--- src/rtl/pps_pkg.sv ---
// Shared types and codes for the preemptive priority scheduler.
package pps_pkg;

  // Event codes carried in the opcode field
  localparam logic OP_ARRIVAL  = 1'b0;
  localparam logic OP_COMPLETE = 1'b1;

  // Command word, one per event
  typedef struct packed {
    logic        opcode;
    logic [31:0] timestamp;
    logic [7:0]  new_id;
    logic [31:0] new_arrival;
    logic [15:0] new_total_burst;
    logic [15:0] new_remaining_burst;
    logic [7:0]  new_priority;
  } sched_in_t;

  // Result word, one per event
  typedef struct packed {
    logic        idle;
    logic        dropped;
    logic        preempted;
    logic [7:0]  run_id;
    logic [31:0] run_arrival;
    logic [15:0] run_total_burst;
    logic [15:0] run_remaining_burst;
    logic [7:0]  run_priority;
    logic [31:0] run_start;
    logic [31:0] run_end;
  } sched_out_t;

  // One ready-queue entry
  typedef struct packed {
    logic [7:0]  pid;
    logic [7:0]  prio;
    logic [15:0] remaining;
    logic [15:0] total;
    logic [31:0] arrival;
  } queue_entry_t;

  // What a queue cell loads on the next edge
  typedef enum logic [1:0] {
    CELL_HOLD,
    CELL_LOAD,
    CELL_FROM_PREV,
    CELL_FROM_NEXT
  } cell_op_e;

endpackage

--- src/rtl/pps_cell.sv ---
// One ready-queue cell: holds an entry, loads new data or takes a neighbor's entry.
module pps_cell (
  input  logic                  clk_i,
  input  pps_pkg::cell_op_e     op_i,
  input  pps_pkg::queue_entry_t load_i,
  input  pps_pkg::queue_entry_t prev_i,
  input  pps_pkg::queue_entry_t next_i,
  output pps_pkg::queue_entry_t entry_o
);
  import pps_pkg::*;

  queue_entry_t entry_q, entry_d;

  // Next entry: hold, insert, shift toward tail, or shift toward head
  always_comb begin
    case (op_i)
      CELL_HOLD:      entry_d = entry_q;
      CELL_LOAD:      entry_d = load_i;
      CELL_FROM_PREV: entry_d = prev_i;
      CELL_FROM_NEXT: entry_d = next_i;
      default:        entry_d = entry_q;
    endcase
  end

  always_ff @(posedge clk_i) begin
    entry_q <= entry_d;
  end

  assign entry_o = entry_q;

endmodule

--- src/rtl/priority_preemptive_scheduler.sv ---
// Top level: preemptive priority scheduler with a ready queue built as a row of cells.
//
//  channel   signals                    direction  accepted when
//  command   start_i, busy_o, cmd_i     in         start_i high and busy_o low
//  result    done_o, res_o              out        every cycle done_o is high
//
// An arrival is resolved in the accept cycle; its result word shows in the next cycle.
// A completion scans the queue for the most urgent entry, one cell per cycle, then
// removes it: busy_o stays high over the scan and removal; result in the cycle after.
// A completion on an empty queue finishes like an arrival, without busy.
// Reset (rst_ni low, asynchronous) empties the queue and leaves no process running.
// The receiver cannot stall: each result word is valid for exactly one cycle.
module priority_preemptive_scheduler #(
  parameter int QUEUE_DEPTH = 16
) (
  input  logic                clk_i,
  input  logic                rst_ni,
  input  logic                start_i,
  input  pps_pkg::sched_in_t  cmd_i,
  output logic                busy_o,
  output logic                done_o,
  output pps_pkg::sched_out_t res_o
);
  import pps_pkg::*;

  localparam int CW = $clog2(QUEUE_DEPTH + 1);
  localparam int IW = $clog2(QUEUE_DEPTH);

  localparam logic [1:0] ST_IDLE  = 2'd0;
  localparam logic [1:0] ST_SCAN  = 2'd1;
  localparam logic [1:0] ST_APPLY = 2'd2;

  typedef struct packed {
    queue_entry_t ent;
    logic [31:0]  start;
    logic [31:0]  fin;
  } run_t;

  // Control state
  logic [1:0]    state_q, state_d;
  logic [CW-1:0] count_q, count_d;
  logic [IW-1:0] scan_idx_q, scan_idx_d;
  logic          run_valid_q, run_valid_d;
  logic          done_q, done_d;

  // Payload state
  run_t          run_q, run_d;
  queue_entry_t  best_q, best_d;
  logic [IW-1:0] best_idx_q, best_idx_d;
  logic [31:0]   ts_q, ts_d;
  sched_out_t    res_q, res_d;

  // Cell row
  queue_entry_t  cell_q  [QUEUE_DEPTH];
  queue_entry_t  cell_pv [QUEUE_DEPTH];
  queue_entry_t  cell_nx [QUEUE_DEPTH];
  cell_op_e      cell_op [QUEUE_DEPTH];
  queue_entry_t  ins_entry;

  logic accept, arrival, completion;
  logic full, do_drop, do_start, do_preempt, do_insert, comp_empty, apply;
  logic [QUEUE_DEPTH-1:0] gt, ahead;
  logic any_gt;
  queue_entry_t new_entry, old_entry, scan_entry;
  logic [31:0]  elapsed;

  genvar g;
  generate
    for (g = 0; g < QUEUE_DEPTH; g++) begin : g_cell
      // neighbor links, ends tied to own entry (never selected there)
      if (g == 0) begin : g_head
        assign cell_pv[g] = cell_q[g];
      end else begin : g_mid_p
        assign cell_pv[g] = cell_q[g-1];
      end
      if (g == QUEUE_DEPTH - 1) begin : g_tail
        assign cell_nx[g] = cell_q[g];
      end else begin : g_mid_n
        assign cell_nx[g] = cell_q[g+1];
      end

      pps_cell u_cell (
        .clk_i   (clk_i),
        .op_i    (cell_op[g]),
        .load_i  (ins_entry),
        .prev_i  (cell_pv[g]),
        .next_i  (cell_nx[g]),
        .entry_o (cell_q[g])
      );
    end
  endgenerate

  // Event decode
  assign accept     = start_i && (state_q == ST_IDLE);
  assign arrival    = accept && (cmd_i.opcode == OP_ARRIVAL);
  assign completion = accept && (cmd_i.opcode == OP_COMPLETE);
  assign full       = count_q >= CW'(QUEUE_DEPTH);
  assign do_drop    = arrival && full;
  assign do_start   = arrival && !full &&
                      (!run_valid_q || (cmd_i.new_priority < run_q.ent.prio));
  assign do_preempt = do_start && run_valid_q;
  assign do_insert  = arrival && !full && !do_start;
  assign comp_empty = completion && (count_q == '0);
  assign apply      = state_q == ST_APPLY;

  assign new_entry = '{pid:       cmd_i.new_id,
                       prio:      cmd_i.new_priority,
                       remaining: cmd_i.new_remaining_burst,
                       total:     cmd_i.new_total_burst,
                       arrival:   cmd_i.new_arrival};

  // Preempted process: remaining falls by elapsed time, floored at zero
  assign elapsed = cmd_i.timestamp - run_q.start;
  always_comb begin
    old_entry = run_q.ent;
    if ({16'd0, run_q.ent.remaining} > elapsed) begin
      old_entry.remaining = run_q.ent.remaining - elapsed[15:0];
    end else begin
      old_entry.remaining = '0;
    end
  end

  assign ins_entry  = do_preempt ? old_entry : new_entry;
  assign scan_entry = cell_q[scan_idx_q];

  // Insert position: first occupied cell with a larger priority number
  always_comb begin
    for (int k = 0; k < QUEUE_DEPTH; k++) begin
      gt[k] = (CW'(k) < count_q) && (cmd_i.new_priority < cell_q[k].prio);
    end
    ahead[0] = 1'b0;
    for (int k = 1; k < QUEUE_DEPTH; k++) begin
      ahead[k] = ahead[k-1] | gt[k-1];
    end
    any_gt = ahead[QUEUE_DEPTH-1] | gt[QUEUE_DEPTH-1];
  end

  // Per-cell operation
  always_comb begin
    for (int k = 0; k < QUEUE_DEPTH; k++) begin
      cell_op[k] = CELL_HOLD;
      if (do_preempt) begin
        if (CW'(k) == count_q) begin
          cell_op[k] = CELL_LOAD;
        end
      end else if (do_insert) begin
        if ((gt[k] && !ahead[k]) || (!any_gt && (CW'(k) == count_q))) begin
          cell_op[k] = CELL_LOAD;
        end else if (ahead[k] && (CW'(k) <= count_q)) begin
          cell_op[k] = CELL_FROM_PREV;
        end
      end else if (apply) begin
        if ((CW'(k) >= CW'(best_idx_q)) && (CW'(k + 1) < count_q)) begin
          cell_op[k] = CELL_FROM_NEXT;
        end
      end
    end
  end

  // Sequencer, running register and result word
  always_comb begin
    state_d     = state_q;
    scan_idx_d  = scan_idx_q;
    best_d      = best_q;
    best_idx_d  = best_idx_q;
    ts_d        = ts_q;
    count_d     = count_q;
    run_valid_d = run_valid_q;
    run_d       = run_q;

    if (do_start) begin
      run_valid_d = 1'b1;
      run_d.ent   = new_entry;
      run_d.start = cmd_i.timestamp;
      run_d.fin   = cmd_i.timestamp + {16'd0, cmd_i.new_total_burst};
    end
    if (do_preempt || do_insert) begin
      count_d = count_q + CW'(1);
    end
    if (comp_empty) begin
      run_valid_d = 1'b0;
    end

    case (state_q)
      ST_IDLE: begin
        if (completion && !comp_empty) begin
          best_d     = cell_q[0];
          best_idx_d = '0;
          scan_idx_d = IW'(1);
          ts_d       = cmd_i.timestamp;
          state_d    = (count_q == CW'(1)) ? ST_APPLY : ST_SCAN;
        end
      end
      ST_SCAN: begin
        if (scan_entry.prio < best_q.prio) begin
          best_d     = scan_entry;
          best_idx_d = scan_idx_q;
        end
        if (CW'(scan_idx_q) == count_q - CW'(1)) begin
          state_d = ST_APPLY;
        end else begin
          scan_idx_d = scan_idx_q + IW'(1);
        end
      end
      ST_APPLY: begin
        run_valid_d = 1'b1;
        run_d.ent   = best_q;
        run_d.start = ts_q;
        run_d.fin   = ts_q + {16'd0, best_q.remaining};
        count_d     = count_q - CW'(1);
        state_d     = ST_IDLE;
      end
      default: state_d = ST_IDLE;
    endcase

    done_d = arrival || comp_empty || apply;

    res_d           = '0;
    res_d.idle      = !run_valid_d;
    res_d.dropped   = do_drop;
    res_d.preempted = do_preempt;
    if (run_valid_d) begin
      res_d.run_id              = run_d.ent.pid;
      res_d.run_arrival         = run_d.ent.arrival;
      res_d.run_total_burst     = run_d.ent.total;
      res_d.run_remaining_burst = run_d.ent.remaining;
      res_d.run_priority        = run_d.ent.prio;
      res_d.run_start           = run_d.start;
      res_d.run_end             = run_d.fin;
    end
  end

  // Control registers
  always_ff @(posedge clk_i or negedge rst_ni) begin
    if (!rst_ni) begin
      state_q     <= ST_IDLE;
      count_q     <= '0;
      scan_idx_q  <= '0;
      run_valid_q <= 1'b0;
      done_q      <= 1'b0;
    end else begin
      state_q     <= state_d;
      count_q     <= count_d;
      scan_idx_q  <= scan_idx_d;
      run_valid_q <= run_valid_d;
      done_q      <= done_d;
    end
  end

  // Payload registers
  always_ff @(posedge clk_i) begin
    run_q      <= run_d;
    best_q     <= best_d;
    best_idx_q <= best_idx_d;
    ts_q       <= ts_d;
    res_q      <= res_d;
  end

  assign busy_o = state_q != ST_IDLE;
  assign done_o = done_q;
  assign res_o  = res_q;

endmodule
--- config.mk ---
export PLATFORM = sky130hd
export DESIGN_NAME = priority_preemptive_scheduler
export DESIGN_NICKNAME = d
export VERILOG_FILES = /design/src/rtl/pps_pkg.sv /design/src/rtl/pps_cell.sv /design/src/rtl/priority_preemptive_scheduler.sv
export SDC_FILE = /design/constraint.sdc
export NUM_CORES = 2
export LEC_CHECK = 0
export BUFFER_PORTS_ARGS = -buffer_cell sky130_fd_sc_hd__clkbuf_2
export CAP_MARGIN = 20
export CELL_PAD_IN_SITES_DETAIL_PLACEMENT = 1
export CELL_PAD_IN_SITES_GLOBAL_PLACEMENT = 2
export CORE_UTILIZATION = 40
export DETAILED_ROUTE_END_ITERATION = 8
export PLACE_DENSITY_LB_ADDON = 0.1
export SYNTH_ARGS = -nofsm -noshare
export SYNTH_HDL_FRONTEND = slang
export SYNTH_SLANG_ARGS = --single-unit
--- constraint.sdc ---
create_clock -name clk_i -period 9.4 [get_ports clk_i]
set_input_delay 1.41 -clock clk_i [delete_from_list [all_inputs] [get_ports clk_i]]
set_output_delay 1.41 -clock clk_i [all_outputs]
set_load 0.02 [all_outputs]
==> impl_summary.txt <==
----------------------------------------------------
[Worst setup path]
  Required time reported for the critical path endpoint ... 9.89 ns
  Setup crit start kind ... flip-flop
  Most Frequent Cell on Critical Path ... sky130_fd_sc_hd__buf_4
  Crit Path Max Fanout ... 97
  Nature of the critical path endpoint ... flip-flop
  Arrival @ worst endpoint ... 7.18 ns
  Critical-path cell list ... inv_1, ha_1, o21ai_1, nand2b_1, nor2_4, nand2_1, buf_4, nor3_2, buf_12, or2_4, a311o_2, buf_4
  Number of cells on the worst reg-to-reg path ... 12
  Stage delay of the slowest cell on the critical path ... 0.82 ns
  Worst setup path category ... reg -> reg
  Library cell contributing the largest single delay on the critical path ... sky130_fd_sc_hd__a311o_2

[Drt]
  First DRT Iteration DRCs ... 10450
  Detailed-router iteration count before antenna repair ... 6
  Sum of routed wire length over all layers ... 442.8 mm
  Via density per instance ... 7.046
  Via count ... 77180
  Post-DR wirelength/cell ... 40.42 um
  Detailed-route DRC error count ... 0
  Routed Antenna Nets ... 0

[Yosys]
  Number of nets in the synthesized netlist ... 8041
  YS warnings ... 0
  Number of instances in the synthesized netlist ... 7709
  Post-synth EDFFs ... 1396
  Cells taking the most area after synthesis ... sky130_fd_sc_hd__edfxtp_1 (45%), sky130_fd_sc_hd__mux4_2 (9.8%), sky130_fd_sc_hd__a22oi_1 (6.5%)
  Top flip-flop cell by instance count after synthesis ... sky130_fd_sc_hd__edfxtp_1
  Cell with the most instances after synthesis ... sky130_fd_sc_hd__edfxtp_1
  Fraction of registers with async set/reset ... 0.007647
  Combined area of all synthesized cells ... 92350 um^2
  Post-synthesis cell type with the largest combined area ... sky130_fd_sc_hd__edfxtp_1
  Fraction of synthesized cell area taken by the top area cell type ... 0.4539
  Post-synthesis average cell area ... 11.98 um^2
  Synth cell count leaders ... sky130_fd_sc_hd__edfxtp_1 (1396), sky130_fd_sc_hd__a22oi_1 (800), sky130_fd_sc_hd__o21ai_0 (779)
  Post-synth cell types ... 86
  #FFs+latches synth ... 1700
  Seq/Total Area, Yosys ... 0.5205

[Power and ir drop]
  Power Internal ... 19.54 mW
  Switching Power ... 13.14 mW
  Fraction of power consumed by combinational cells ... 0.407
  Relative contribution of sequential cells to total power ... 0.356
  Net switching fraction of the power ... 0.4022
  Leakage power summed over all cells ... 35.52 nW
  Part of the power in the clock network ... 0.237
  Overall power ... 32.68 mW
  Pwr dens ... 314.1 nW/um^2
  Maximum vdd drop ... 0.0006183 V

[Floorplan]
  # rows ... 176
  Total Die Area ... 232800 um^2
  Effective utilization at floorplan ... 0.4021
  Core footprint ... 229700 um^2
  Horiz. Die Dim ... 482.5 um
  I/O pin count ... 265
  Y dimension of the die ... 482.5 um

[STA]
  Transition at the pin with the smallest max-transition slack ... 1.296 ns
  Worst clock skew ... 0.05204 ns
  Hold violation total from the final report ... 0
  Fmax ... 149.4 MHz
  Share of the cycle needed by the critical path after routing ... 0.7119
  Post-layout min period ... 6.692 ns
  Setup repair after global routing missed its margin ... false
  Worst Hold Slack ... 0.4492 ns
  Final count of negative-setup-slack endpoints ... 0
  Slew margin rel. ... 0.1363
  Fin. max-slew vios ... 0

[Global route]
  First-pass GRT wire length ... 610.6 mm
  Number of global-route vias before repair ... 75950
  Pin count of the biggest net entering global routing ... 98
  Global-route usage over all layers ... 0.3741
  Aggregate global routing overflow ... 0
  Number of antenna violations at the first check in global routing ... 28

[Layout]
  Area taken by flip-flops and latches ... 48090 um^2
  Multi-input logic area ... 41400 um^2
  Filler Cell Count ... 23810
  Layout area overhead ... 12.66%
  # nets final ... 8068
  Ratio of cells with drive above 1 in the final layout ... 0.1766

[Clocking]
  # hold bufs at CTS ... 0
  Maximum number of buffers from clock root to sink ... 3
  Cell chosen for the clock root ... sky130_fd_sc_hd__clkbuf_16
  CTS clock-pin slew for the worst setup and hold paths ... 0.06 ns
  Worst skew pair latency ... 0.90 ns
  Number of levels in the clock H-tree ... 4
  Post-cts sizing count ... 0
  Post-CTS setup buffers ... 0
  TritonCTS clock tree ... done
  Number of CTS-inserted buffers ... 198
  Clock Sinks ... 1700

[Placement]
  Gp weighted congestion ... 0.8829
  Port Buffer Count ... 264
  Placed wire-length estimate ... 249.2 mm

[Min path]
  Hold crit path type ... in -> async

[Outcome]
  Status ... complete, no violations

[Flow run]
  Number of max-cap violations ... 0

----------------------------------------------------
cell families (layout without fill, tap and decap cells):
group / count (synthesis) / count (layout) / synth area share
buffers and inverters: 932 / 1133 / 0.03880
xor gates and xnor gates: 80 / 80 / 0.007587
and+or+nand+nor: 1075 / 1075 / 0.05726
DFF: 1700 / 1700 / 0.5205
muxes: 958 / 958 / 0.1590
other: 0 / 18 / 0
AOI/OAI and AO/OA: 2748 / 2748 / 0.1872
adders and majority gates: 216 / 216 / 0.02959
per-stage QoR:
| step | TNS, ns | instances | utilization | instance area, um^2 | setup WS [ns] |
|---|---|---|---|---|---|
| floorplan | -28.78 | 7709 | - | 92350 | -0.1799 |
| CTS | 0 | 10930 | 0.4527 | 104000 | 2.880 |
| global route | 0 | 10940 | 0.4528 | 104000 | 2.436 |
| detailed placement | 0 | 10560 | 0.4252 | 97670 | 1.963 |
| global placement | 0 | 10540 | 0.4244 | 97490 | 2.050 |
| finish | 0 | 10950 | 0.4530 | 104000 | 2.708 |
critical path: cells and delay by family, from the launching register on:
family                   cells  cell delay (ns)
buffers and inverters        4             2.07
AND/OR/NAND/NOR              5             1.94
AO/OA/AOI/OAI                2             1.12
flip-flops                   1             0.69
adder cells (fa/ha/maj)      1             0.36
power by group through the flow:
| stage | combinational (mW) | sequential (mW) | clock, mW |
|---|---|---|---|
| detailed placement | 12.9 | 11.7 | 0 |
| global placement | 12.8 | 11.7 | 0 |
| global route | 13.9 | 11.8 | 8.06 |
| CTS | 13.0 | 11.6 | 7.80 |
| finish | 13.3 | 11.6 | 7.74 |
| floorplan | 7.72 | 11.7 | 0 |
worst paths after layout:
path                                                     end  slack, ns       start
worst min register to register                 old_entry[47]       0.48  best_q[47]
min in group clk_i                             old_entry[47]       0.48  best_q[47]
worst max-delay path            g_cell[9].u_cell.entry_o[11]       2.71  count_q[1]
worst min-delay path                              count_q[1]       0.45      rst_ni
worst max register to register  g_cell[9].u_cell.entry_o[11]       2.71  count_q[1]
max in group asynchronous                      scan_idx_q[3]       8.63      rst_ni
layout by cell type, fill, tap and decap left out, drive strengths merged, types with 34 or more instances in the layout:
master and n:
a21o 52, a21oi 440, a22oi 800, a31oi 107
and2 214, buf 234, clkbuf 552, clkinv 70
dfxtp 291, edfxtp 1396, ha 212, inv 270
mux2 73, mux2i 485, mux4 400, nand2 285
nand2b 34, nand3 45, nor2 293, nor2b 41
nor3 40, o211ai 82, o21ai 790, o22ai 263
xnor2 44, xor2 36
flip-flops by register name, indices dropped and copies added (netlist names):
| signal | count |
|---|---|
| g_cell.u_cell.entry_o | 1280 |
| res_o | 147 |
| best_q | 80 |
| run_q | 80 |
| old_entry | 64 |
| ts_q | 32 |
| count_q | 5 |
| best_idx_q | 4 |
| scan_idx_q | 4 |
| state_q | 2 |
| done_o | 1 |
| run_valid_q | 1 |
routing by layer:
metal | wire, um | track usage | vias up | share of wire
met5 | 191 | 0.007966 | - | 0.00043
met4 | 22810 | 0.1719 | 30 | 0.052
met3 | 55720 | 0.1173 | 1133 | 0.13
met2 | 191700 | 0.5580 | 5398 | 0.43
met1 | 172400 | 0.4947 | 40100 | 0.39
li1 | - | - | 30520 | -
area by class of cell:
| class | count | share of cell area |
|---|---|---|
| flip-flops and latches | 1700 | 0.4622 |
| multi-input cells | 5077 | 0.3980 |
| clock buffers | 288 | 0.05439 |
| well taps | 3026 | 0.03639 |
| repair buffers | 498 | 0.03294 |
| inverters | 261 | 0.009477 |
| clock inverters | 86 | 0.006206 |
| diodes | 18 | 0.0004329 |
No activity file was read; power rests on OpenSTA's default activity.
